--- src/sv/clt_pkg.sv ---
// Shared types, codes and tables for the configuration language tokenizer.
`default_nettype none
package clt_pkg;

  localparam int POSITION_BITS_DEF = 16;
  localparam int WORD_BUFFER_CHARS_DEF = 8;
  localparam int MAX_RECS = 5;
  localparam int OUT_POS_W = 16;

  typedef enum logic [12:0] {
    M_IDLE      = 13'b0000000000001,
    M_WORD      = 13'b0000000000010,
    M_INT       = 13'b0000000000100,
    M_INTDOT    = 13'b0000000001000,
    M_FRAC      = 13'b0000000010000,
    M_STR       = 13'b0000000100000,
    M_ESC       = 13'b0000001000000,
    M_SLASH     = 13'b0000010000000,
    M_LINECMT   = 13'b0000100000000,
    M_BLOCK     = 13'b0001000000000,
    M_BLOCKSTAR = 13'b0010000000000,
    M_OP2       = 13'b0100000000000,
    M_ERROR     = 13'b1000000000000
  } mode_t;

  localparam logic [1:0] K_TEXT = 2'd0;
  localparam logic [1:0] K_END  = 2'd1;
  localparam logic [1:0] K_ERR  = 2'd2;

  localparam logic [5:0] T_IDENT  = 6'd0;
  localparam logic [5:0] T_NUMBER = 6'd1;
  localparam logic [5:0] T_STRING = 6'd2;
  localparam logic [5:0] T_KW0    = 6'd3;
  localparam logic [5:0] T_DOT    = 6'd18;
  localparam logic [5:0] T_EOF    = 6'd33;

  localparam logic [1:0] E_STRING = 2'd0;
  localparam logic [1:0] E_AMP    = 2'd1;
  localparam logic [1:0] E_BAR    = 2'd2;
  localparam logic [1:0] E_CHAR   = 2'd3;

  typedef struct packed {
    logic [1:0]           kind;
    logic [5:0]           ttype;
    logic [7:0]           tbyte;
    logic [OUT_POS_W-1:0] line;
    logic [OUT_POS_W-1:0] col;
    logic [1:0]           err;
  } rec_t;

  typedef logic [7:0] kw_chars_t [7];
  localparam int NUM_KW = 7;
  localparam kw_chars_t KW_TEXT [NUM_KW] = '{
    '{"i", "n", "c", "l", "u", "d", "e"},
    '{"i", "f", 8'h00, 8'h00, 8'h00, 8'h00, 8'h00},
    '{"e", "l", "s", "e", 8'h00, 8'h00, 8'h00},
    '{"r", "e", "t", "u", "r", "n", 8'h00},
    '{"t", "r", "u", "e", 8'h00, 8'h00, 8'h00},
    '{"f", "a", "l", "s", "e", 8'h00, 8'h00},
    '{"n", "u", "l", "l", 8'h00, 8'h00, 8'h00}
  };
  localparam logic [2:0] KW_LEN [NUM_KW] = '{3'd7, 3'd2, 3'd4, 3'd6, 3'd4, 3'd5, 3'd4};

  function automatic logic is_digit(input logic [7:0] b);
    return (b >= "0") && (b <= "9");
  endfunction

  function automatic logic is_alpha(input logic [7:0] b);
    return ((b >= "a") && (b <= "z")) || ((b >= "A") && (b <= "Z"));
  endfunction

  function automatic logic [5:0] single_type(input logic [7:0] b);
    case (b)
      "(": return 6'd10;
      ")": return 6'd11;
      "{": return 6'd12;
      "}": return 6'd13;
      "[": return 6'd14;
      "]": return 6'd15;
      ",": return 6'd16;
      ";": return 6'd17;
      ".": return 6'd18;
      "+": return 6'd19;
      "-": return 6'd20;
      default: return T_IDENT;
    endcase
  endfunction

endpackage
`default_nettype wire

--- src/sv/config_language_tokenizer_top.sv ---
// Tokenizer top level: byte scanner, token state and result burst register.
//
//  channel | direction | fields
//  in      | input     | data_byte, is_end
//  out     | output    | record_kind, token_type, text_byte, token_line,
//          |           | token_column, error_code, run_last
//
// One input transaction is scanned in the cycle it is accepted; its 0 to 5
// records land in a burst register and leave one per cycle.
// A new byte is taken when no record waits or while the last record of the previous
// one is taken, so one byte per cycle when each byte yields at most one record and out is ready.
// Synchronous reset returns the scanner to idle at line 1, column 1.
// A stall on out holds the burst and blocks in until the burst drains.
`default_nettype none
module config_language_tokenizer_top
  import clt_pkg::*;
#(
  parameter int POSITION_BITS = POSITION_BITS_DEF,
  parameter int WORD_BUFFER_CHARS = WORD_BUFFER_CHARS_DEF
) (
  input  wire logic        clk,
  input  wire logic        rst,
  input  wire logic        in_valid,
  output logic             in_ready,
  input  wire logic [7:0]  data_byte,
  input  wire logic        is_end,
  output logic             out_valid,
  input  wire logic        out_ready,
  output logic [1:0]       record_kind,
  output logic [5:0]       token_type,
  output logic [7:0]       text_byte,
  output logic [15:0]      token_line,
  output logic [15:0]      token_column,
  output logic [1:0]       error_code,
  output logic             run_last
);

  localparam int PB = POSITION_BITS;
  localparam int WB_IDX_W = $clog2(WORD_BUFFER_CHARS);
  localparam int WL_W = $clog2(WORD_BUFFER_CHARS + 2);
  localparam logic [PB-1:0] POS_ONE = PB'(1);

  mode_t          mode, mode_next;
  logic [7:0]     pend, pend_next;
  logic [PB-1:0]  cur_line, cur_line_next, cur_col, cur_col_next;
  logic [PB-1:0]  st_line, st_line_next, st_col, st_col_next;
  logic [PB-1:0]  dot_line, dot_line_next, dot_col, dot_col_next;
  logic [7:0]     wbuf [WORD_BUFFER_CHARS];
  logic [WL_W-1:0] wlen, wlen_next;
  logic           wb_we;
  logic [WB_IDX_W-1:0] wb_idx;

  rec_t           burst [MAX_RECS];
  logic [2:0]     bcnt, brd;
  rec_t           recs [MAX_RECS];
  logic [2:0]     n;
  logic [5:0]     kw_type;

  logic in_fire, out_fire;
  assign out_valid = brd < bcnt;
  assign out_fire = out_valid && out_ready;
  assign in_ready = !out_valid || (out_ready && (brd == bcnt - 3'd1));
  assign in_fire = in_valid && in_ready;

  assign record_kind  = burst[brd].kind;
  assign token_type   = burst[brd].ttype;
  assign text_byte    = burst[brd].tbyte;
  assign token_line   = burst[brd].line;
  assign token_column = burst[brd].col;
  assign error_code   = burst[brd].err;
  assign run_last     = brd == bcnt - 3'd1;

  function automatic rec_t mk(input logic [1:0] k, input logic [5:0] t, input logic [7:0] b,
                              input logic [PB-1:0] l, input logic [PB-1:0] c,
                              input logic [1:0] e);
    rec_t r;
    r.kind = k;
    r.ttype = t;
    r.tbyte = b;
    r.line = OUT_POS_W'(l);
    r.col = OUT_POS_W'(c);
    r.err = e;
    return r;
  endfunction

  function automatic logic [PB-1:0] sat_inc(input logic [PB-1:0] v);
    return (v == '1) ? v : v + POS_ONE;
  endfunction

  always_comb begin
    logic hit;
    kw_type = T_IDENT;
    for (int k = 0; k < NUM_KW; k++) begin
      hit = wlen == WL_W'(KW_LEN[k]);
      for (int i = 0; i < 7; i++) begin
        if ((3'(i) < KW_LEN[k]) && (wbuf[i] != KW_TEXT[k][i])) hit = 1'b0;
      end
      if (hit) kw_type = T_KW0 + 6'(k);
    end
  end

  always_comb begin
    logic [7:0] b, eb, second;
    logic [5:0] one, two, st;
    logic do_idle;
    b = data_byte;
    mode_next = mode;
    pend_next = pend;
    cur_line_next = cur_line;
    cur_col_next = cur_col;
    st_line_next = st_line;
    st_col_next = st_col;
    dot_line_next = dot_line;
    dot_col_next = dot_col;
    wlen_next = wlen;
    wb_we = 1'b0;
    wb_idx = WB_IDX_W'(wlen);
    do_idle = 1'b0;
    n = 3'd0;
    for (int i = 0; i < MAX_RECS; i++) recs[i] = '0;
    second = "=";
    one = T_IDENT;
    two = 6'd32;
    case (pend)
      ":": begin one = 6'd21; two = 6'd22; second = ":"; end
      "=": begin one = 6'd23; two = 6'd24; end
      "!": begin one = 6'd25; two = 6'd26; end
      "<": begin one = 6'd27; two = 6'd28; end
      ">": begin one = 6'd29; two = 6'd30; end
      "&": begin two = 6'd31; second = "&"; end
      default: second = "|";
    endcase
    eb = b;
    case (b)
      "n": eb = 8'h0A;
      "t": eb = 8'h09;
      "r": eb = 8'h0D;
      "0": eb = 8'h00;
      default: eb = b;
    endcase

    if (is_end) begin
      unique case (mode)
        M_WORD: begin
          recs[n] = mk(K_END, kw_type, 8'h00, st_line, st_col, 2'd0); n = n + 3'd1;
        end
        M_INT, M_FRAC: begin
          recs[n] = mk(K_END, T_NUMBER, 8'h00, st_line, st_col, 2'd0); n = n + 3'd1;
        end
        M_INTDOT: begin
          recs[n] = mk(K_END, T_NUMBER, 8'h00, st_line, st_col, 2'd0); n = n + 3'd1;
          recs[n] = mk(K_TEXT, T_DOT, ".", dot_line, dot_col, 2'd0); n = n + 3'd1;
          recs[n] = mk(K_END, T_DOT, 8'h00, dot_line, dot_col, 2'd0); n = n + 3'd1;
        end
        M_STR: begin
          recs[n] = mk(K_ERR, T_IDENT, 8'h00, st_line, st_col, E_STRING); n = n + 3'd1;
        end
        M_ESC: begin
          recs[n] = mk(K_TEXT, T_STRING, "\\", st_line, st_col, 2'd0); n = n + 3'd1;
          recs[n] = mk(K_ERR, T_IDENT, 8'h00, st_line, st_col, E_STRING); n = n + 3'd1;
        end
        M_SLASH: begin
          recs[n] = mk(K_ERR, T_IDENT, 8'h00, st_line, st_col, E_CHAR); n = n + 3'd1;
        end
        M_OP2: begin
          if (pend == "&") begin
            recs[n] = mk(K_ERR, T_IDENT, 8'h00, st_line, st_col, E_AMP); n = n + 3'd1;
          end else if (pend == "|") begin
            recs[n] = mk(K_ERR, T_IDENT, 8'h00, st_line, st_col, E_BAR); n = n + 3'd1;
          end else begin
            recs[n] = mk(K_TEXT, one, pend, st_line, st_col, 2'd0); n = n + 3'd1;
            recs[n] = mk(K_END, one, 8'h00, st_line, st_col, 2'd0); n = n + 3'd1;
          end
        end
        default: ;
      endcase
      recs[n] = mk(K_END, T_EOF, 8'h00, cur_line, cur_col, 2'd0); n = n + 3'd1;
      mode_next = M_IDLE;
      pend_next = 8'h00;
      cur_line_next = POS_ONE;
      cur_col_next = POS_ONE;
      st_line_next = POS_ONE;
      st_col_next = POS_ONE;
      dot_line_next = POS_ONE;
      dot_col_next = POS_ONE;
      wlen_next = '0;
    end else begin
      unique case (mode)
        M_WORD: begin
          if (is_alpha(b) || is_digit(b) || b == "_") begin
            wb_we = wlen < WL_W'(WORD_BUFFER_CHARS);
            if (wlen <= WL_W'(WORD_BUFFER_CHARS)) wlen_next = wlen + 1'b1;
            recs[n] = mk(K_TEXT, T_IDENT, b, st_line, st_col, 2'd0); n = n + 3'd1;
          end else begin
            recs[n] = mk(K_END, kw_type, 8'h00, st_line, st_col, 2'd0); n = n + 3'd1;
            do_idle = 1'b1;
          end
        end
        M_INT: begin
          if (is_digit(b)) begin
            recs[n] = mk(K_TEXT, T_NUMBER, b, st_line, st_col, 2'd0); n = n + 3'd1;
          end else if (b == ".") begin
            dot_line_next = cur_line;
            dot_col_next = cur_col;
            mode_next = M_INTDOT;
          end else begin
            recs[n] = mk(K_END, T_NUMBER, 8'h00, st_line, st_col, 2'd0); n = n + 3'd1;
            do_idle = 1'b1;
          end
        end
        M_INTDOT: begin
          if (is_digit(b)) begin
            recs[n] = mk(K_TEXT, T_NUMBER, ".", st_line, st_col, 2'd0); n = n + 3'd1;
            recs[n] = mk(K_TEXT, T_NUMBER, b, st_line, st_col, 2'd0); n = n + 3'd1;
            mode_next = M_FRAC;
          end else begin
            recs[n] = mk(K_END, T_NUMBER, 8'h00, st_line, st_col, 2'd0); n = n + 3'd1;
            recs[n] = mk(K_TEXT, T_DOT, ".", dot_line, dot_col, 2'd0); n = n + 3'd1;
            recs[n] = mk(K_END, T_DOT, 8'h00, dot_line, dot_col, 2'd0); n = n + 3'd1;
            do_idle = 1'b1;
          end
        end
        M_FRAC: begin
          if (is_digit(b)) begin
            recs[n] = mk(K_TEXT, T_NUMBER, b, st_line, st_col, 2'd0); n = n + 3'd1;
          end else begin
            recs[n] = mk(K_END, T_NUMBER, 8'h00, st_line, st_col, 2'd0); n = n + 3'd1;
            do_idle = 1'b1;
          end
        end
        M_STR: begin
          if (b == "\"") begin
            recs[n] = mk(K_END, T_STRING, 8'h00, st_line, st_col, 2'd0); n = n + 3'd1;
            mode_next = M_IDLE;
          end else if (b == "\\") begin
            mode_next = M_ESC;
          end else begin
            recs[n] = mk(K_TEXT, T_STRING, b, st_line, st_col, 2'd0); n = n + 3'd1;
          end
        end
        M_ESC: begin
          recs[n] = mk(K_TEXT, T_STRING, eb, st_line, st_col, 2'd0); n = n + 3'd1;
          mode_next = M_STR;
        end
        M_SLASH: begin
          if (b == "/") mode_next = M_LINECMT;
          else if (b == "*") mode_next = M_BLOCK;
          else begin
            recs[n] = mk(K_ERR, T_IDENT, 8'h00, st_line, st_col, E_CHAR); n = n + 3'd1;
            mode_next = M_ERROR;
          end
        end
        M_LINECMT: begin
          if (b == 8'h0A) mode_next = M_IDLE;
        end
        M_BLOCK: begin
          if (b == "*") mode_next = M_BLOCKSTAR;
        end
        M_BLOCKSTAR: begin
          if (b == "/") mode_next = M_IDLE;
          else if (b != "*") mode_next = M_BLOCK;
        end
        M_OP2: begin
          if (b == second) begin
            recs[n] = mk(K_TEXT, two, pend, st_line, st_col, 2'd0); n = n + 3'd1;
            recs[n] = mk(K_TEXT, two, second, st_line, st_col, 2'd0); n = n + 3'd1;
            recs[n] = mk(K_END, two, 8'h00, st_line, st_col, 2'd0); n = n + 3'd1;
            mode_next = M_IDLE;
          end else if (pend == "&") begin
            recs[n] = mk(K_ERR, T_IDENT, 8'h00, st_line, st_col, E_AMP); n = n + 3'd1;
            mode_next = M_ERROR;
          end else if (pend == "|") begin
            recs[n] = mk(K_ERR, T_IDENT, 8'h00, st_line, st_col, E_BAR); n = n + 3'd1;
            mode_next = M_ERROR;
          end else begin
            recs[n] = mk(K_TEXT, one, pend, st_line, st_col, 2'd0); n = n + 3'd1;
            recs[n] = mk(K_END, one, 8'h00, st_line, st_col, 2'd0); n = n + 3'd1;
            do_idle = 1'b1;
          end
        end
        M_ERROR: ;
        default: do_idle = 1'b1;
      endcase

      if (do_idle) begin
        mode_next = M_IDLE;
        st = single_type(b);
        if (!(b == " " || b == 8'h09 || b == 8'h0D || b == 8'h0A)) begin
          st_line_next = cur_line;
          st_col_next = cur_col;
          if (b == "/") mode_next = M_SLASH;
          else if (b == "#") mode_next = M_LINECMT;
          else if (b == "\"") mode_next = M_STR;
          else if (is_digit(b)) begin
            mode_next = M_INT;
            recs[n] = mk(K_TEXT, T_NUMBER, b, cur_line, cur_col, 2'd0); n = n + 3'd1;
          end else if (is_alpha(b) || b == "_") begin
            mode_next = M_WORD;
            wb_we = 1'b1;
            wb_idx = '0;
            wlen_next = WL_W'(1);
            recs[n] = mk(K_TEXT, T_IDENT, b, cur_line, cur_col, 2'd0); n = n + 3'd1;
          end else if (st != T_IDENT) begin
            recs[n] = mk(K_TEXT, st, b, cur_line, cur_col, 2'd0); n = n + 3'd1;
            recs[n] = mk(K_END, st, 8'h00, cur_line, cur_col, 2'd0); n = n + 3'd1;
          end else if (b == ":" || b == "=" || b == "!" || b == "<" || b == ">" ||
                       b == "&" || b == "|") begin
            pend_next = b;
            mode_next = M_OP2;
          end else begin
            recs[n] = mk(K_ERR, T_IDENT, 8'h00, cur_line, cur_col, E_CHAR); n = n + 3'd1;
            mode_next = M_ERROR;
          end
        end
      end

      if (b == 8'h0A) begin
        cur_line_next = sat_inc(cur_line);
        cur_col_next = POS_ONE;
      end else begin
        cur_col_next = sat_inc(cur_col);
      end
    end
  end

  always_ff @(posedge clk) begin
    if (rst) begin
      mode <= M_IDLE;
      pend <= 8'h00;
      cur_line <= POS_ONE;
      cur_col <= POS_ONE;
      st_line <= POS_ONE;
      st_col <= POS_ONE;
      dot_line <= POS_ONE;
      dot_col <= POS_ONE;
      wlen <= '0;
      bcnt <= 3'd0;
      brd <= 3'd0;
    end else begin
      if (in_fire) begin
        mode <= mode_next;
        pend <= pend_next;
        cur_line <= cur_line_next;
        cur_col <= cur_col_next;
        st_line <= st_line_next;
        st_col <= st_col_next;
        dot_line <= dot_line_next;
        dot_col <= dot_col_next;
        wlen <= wlen_next;
        bcnt <= n;
        brd <= 3'd0;
      end else if (out_fire) begin
        brd <= brd + 3'd1;
      end
    end
  end

  always_ff @(posedge clk) begin
    if (in_fire) begin
      for (int i = 0; i < MAX_RECS; i++) burst[i] <= recs[i];
      if (wb_we) wbuf[wb_idx] <= data_byte;
    end
  end

endmodule
`default_nettype wire

--- config.mk ---
export PLATFORM = sky130hd
export DESIGN_NAME = config_language_tokenizer_top
export DESIGN_NICKNAME = d
export VERILOG_FILES = /design/src/sv/clt_pkg.sv /design/src/sv/config_language_tokenizer_top.sv
export SDC_FILE = /design/constraint.sdc
export NUM_CORES = 1
export LEC_CHECK = 0
export BUFFER_PORTS_ARGS = -buffer_cell sky130_fd_sc_hd__buf_4
export CORE_UTILIZATION = 65
export DETAILED_ROUTE_END_ITERATION = 7
export PLACE_DENSITY = 0.8
export SYNTH_ARGS = -nofsm -noshare
export SYNTH_HDL_FRONTEND = slang
export SYNTH_SLANG_ARGS = --single-unit
export TNS_END_PERCENT = 5
--- constraint.sdc ---
create_clock -name clk -period 18.5 [get_ports clk]
set_clock_uncertainty 0.2 [all_clocks]
set_input_delay 0.925 -clock clk [delete_from_list [all_inputs] [get_ports clk]]
set_output_delay 0.925 -clock clk [all_outputs]
set_load 0.01 [all_outputs]
==> impl_metrics.toml <==
[cts]
cts_root_buf = "clkbuf_16"
cts_tree = "yes"
cts_hold_buf = 0
cts_setup_buffers = 0
cts_buffer_depth = 3
cts.sinks = 419
clkTransAtPathRegs_ns = 0.06
h-tree-depth = 2
clock_latency_ns = 0.58
cts_resized = 0
cts_buffers = 42

[hold_path]
min_to = "dot_col[13]"
worstHoldStart = "dot_col[13]"
hold_path.class = "register to register"
hold_depth = 2

[floorplanning]
initial_core_util_pct = 66.6
fp.dieW_um = 191
dieArea_sq_um = 36500
core-area_sq_um = 34900
die_h_um = 191
pin_count = 66
rows = 68

[power]
total_power_w = 0.00247
p_per_area_nw_per_um2 = 98.4
leakagePower_nw = 8.61
ir_drop_mv = 0.120

[cells_and_area]
layout-drive-gt1-share_pct = 13.3
nets = 2287
finish.utilization_pct = 72.1
area_delta_synth_final_pct = 8.19
layout_common_cells = "edfxtp_1 (289), nand2_1 (279), nor2_1 (165)"
layout_commonest_cell = "edfxtp_1"
fin_cells = 2740
n_antenna_cell = 0

[worst_setup_path]
crit_fanout = 44
crit_path_end_kind = "register"
start_kind = "register"
cp_slowest_cell = "o21ai_4"
crit_arrival_ns = 6.07
path_class = "register to register"
r2r_slack_ns = 12.66
max_stage_delay_ns = 0.89
reg2reg_to = "burst[2][4]"
cp.required_ns = 18.73
cp_top_family = "simple AND/OR/NAND/NOR gates"
path_buf_inv = 2
r2r_cells = 13
reg2reg_from = "mode[8]"
worstPathCellList = "nor3_2 -> nand4_1 -> or2_1 -> nor2_4 -> buf_4 -> or3_1 -> inv_1 -> ha_1 -> a21oi_1 -> or3_4 -> nand2_4 -> o21ai_4 -> a221o_1"

[yosys]
synth_flop_cell = "edfxtp_1"
synth.area.top_cells = "edfxtp_1 (37%), dfxtp_1 (11%), mux4_2 (4.6%)"
synth_area_leader_cell = "edfxtp_1"
ys_seq_area_share_pct = 48.6
async_flop_share_pct = 0
avgSynthCellArea_sq_um = 10.1
synth_cells = 2292
synthesis.area_sq_um = 23200
yosys_warnings = 0
yosysUniqueCellTypes = 109
synth_top_cell_area_share_pct = 37.4
ys_seq_elements = 419
synth_edf_count = 289

[global_route]
grt_start_max_net_pins = 147
met2_usage_pct = 61.8
grt_pass1_vias = 18939
antenna_found_initial = 3
use_met1_pct = 55.5
busiest_layer = "met2"
overflow = 0
grt_use_total_pct = 40.6
grtUsageMet3_pct = 8.96
grt_pass1_wl_um = 112000

[timing]
worst_pin_slew_ns = 1.52
setup_slack_ns = 12.66
hold_viol_final = 0
max_freq_ghz = 0.171
finalMaxSlewViolations = 7
setup_tns_ns = 0
slew_headroom_pct = -2.13
setup_violations = 0
rsz0062_at_grt = "false"
post-route-period-util_pct = 31.6
fin_crit_ns = 5.84

[place]
portBuffers = 65
post-place-ws_ns = 12.64
routabilityCongestion = 1.01
dp.final_hpwl_um = 46800
placedCellCount = 2664

[routing]
drc = 0
ant_nets = 0
vias_per_cell = 7.16
dr.first_iter.drc_count = 2906
first_pass_iters = 8
route.vias.total = 19619
routed_wl_um = 74300
wire_per_inst_um = 27.1

[run_status]
failed_checks = "capacitance limit, slew limit"
status = "complete, but fails checks"

[job]
drv_cap = 1
[per-layer routing]
metal / vias up / routed length [um]
met5: - / 28
met4: 4 / 3060
met3: 255 / 9440
met2: 1411 / 33500
met1: 9453 / 28200
li1: 8496 / -
[worst max path at each step]
stage / startpoint / to / slack, ns / cells past startpoint
finish: mode[8] / burst[2][4] / 12.66 / 13
floorplan: brd[2] / bcnt[1] / 8.83 / 9
global route: mode[8] / burst[1][20] / 12.58 / 12
global placement: data_byte[5] / burst[1][25] / 12.85 / 13
CTS: mode[8] / burst[2][27] / 12.95 / 13
detailed placement: data_byte[5] / burst[1][25] / 12.64 / 13
[worst min-delay path, stage by stage, from the launching register on]
cell and delay (ns):
dfxtp_1 0.32, nand2_1 0.06, a21oi_1 0.06
[cells in the mapped netlist (7+ instances only)]
cell	number
nor2_1	167
nand3b_1	9
ha_1	21
a22oi_1	75
o22ai_1	37
mux2_2	41
nor2b_1	51
nor3_1	48
a21o_1	42
o211ai_1	14
and3_1	14
a211o_1	10
buf_1	12
a22o_1	21
o21ai_1	13
or4_1	8
o21a_1	7
dfxtp_1	130
or3_1	17
and2_1	108
a221o_1	36
edfxtp_1	289
a31oi_1	17
mux4_2	47
nand3_1	60
xnor2_1	11
nand2_1	281
mux2i_1	7
buf_6	7
nand4_1	28
nor4_1	19
nor3b_1	9
o21ai_0	87
nor4b_1	7
inv_1	34
clkbuf_1	116
nand2b_1	26
a21oi_1	155
buf_2	40
xor2_1	19
and4_1	10
[stage by stage]
step	hold WS, ns	cell area [sq um]
2_1_floorplan	0.250	23200
3_3_place_gp	0.262	23800
3_5_place_dp	0.270	23800
4_1_cts	0.281	25100
5_1_grt	0.318	25100
6_report	0.289	25100
[flip-flops by register name, indices dropped and copies added, names as in the netlist, named ones only]
name / cells
dot_line: 16
bcnt: 3
dot_col: 16
st_col: 16
st_line: 16
burst: 233
cur_col: 16
mode: 13
pend: 8
wbuf: 56
wlen: 4
cur_line: 16
brd: 3
[cell type report]
class | count | area, sq um
Fill cell | 2484 | 9750
Sequential cell | 419 | 11300
Clock inverter | 26 | 254
Inverter | 36 | 143
Tap cell | 455 | 569
Multi-Input combinational cell | 1660 | 11100
Clock buffer | 50 | 1080
Timing Repair Buffer | 94 | 718
[report_power, final]
group	internal, W	leakage [nW]	switching, W	total (W)
Sequential	0.00114	3.84	0.0000396	0.00118
Clock	0.000477	0.652	0.000371	0.000848
Combinational	0.000168	4.11	0.000278	0.000446
[cell families after synthesis]
kind of cell / after synthesis / synth area share (%)
AOI/OAI and AO/OA: 592 / 17.5
xor gates and xnor gates: 31 / 1.23
adders and majority gates: 21 / 1.13
buffers and inverters: 215 / 3.97
DFF: 419 / 48.6
muxes: 97 / 6.94
other: 1 / 0.0161
and+or+nand+nor: 916 / 20.6
No activity file was read; power rests on OpenSTA's default activity.
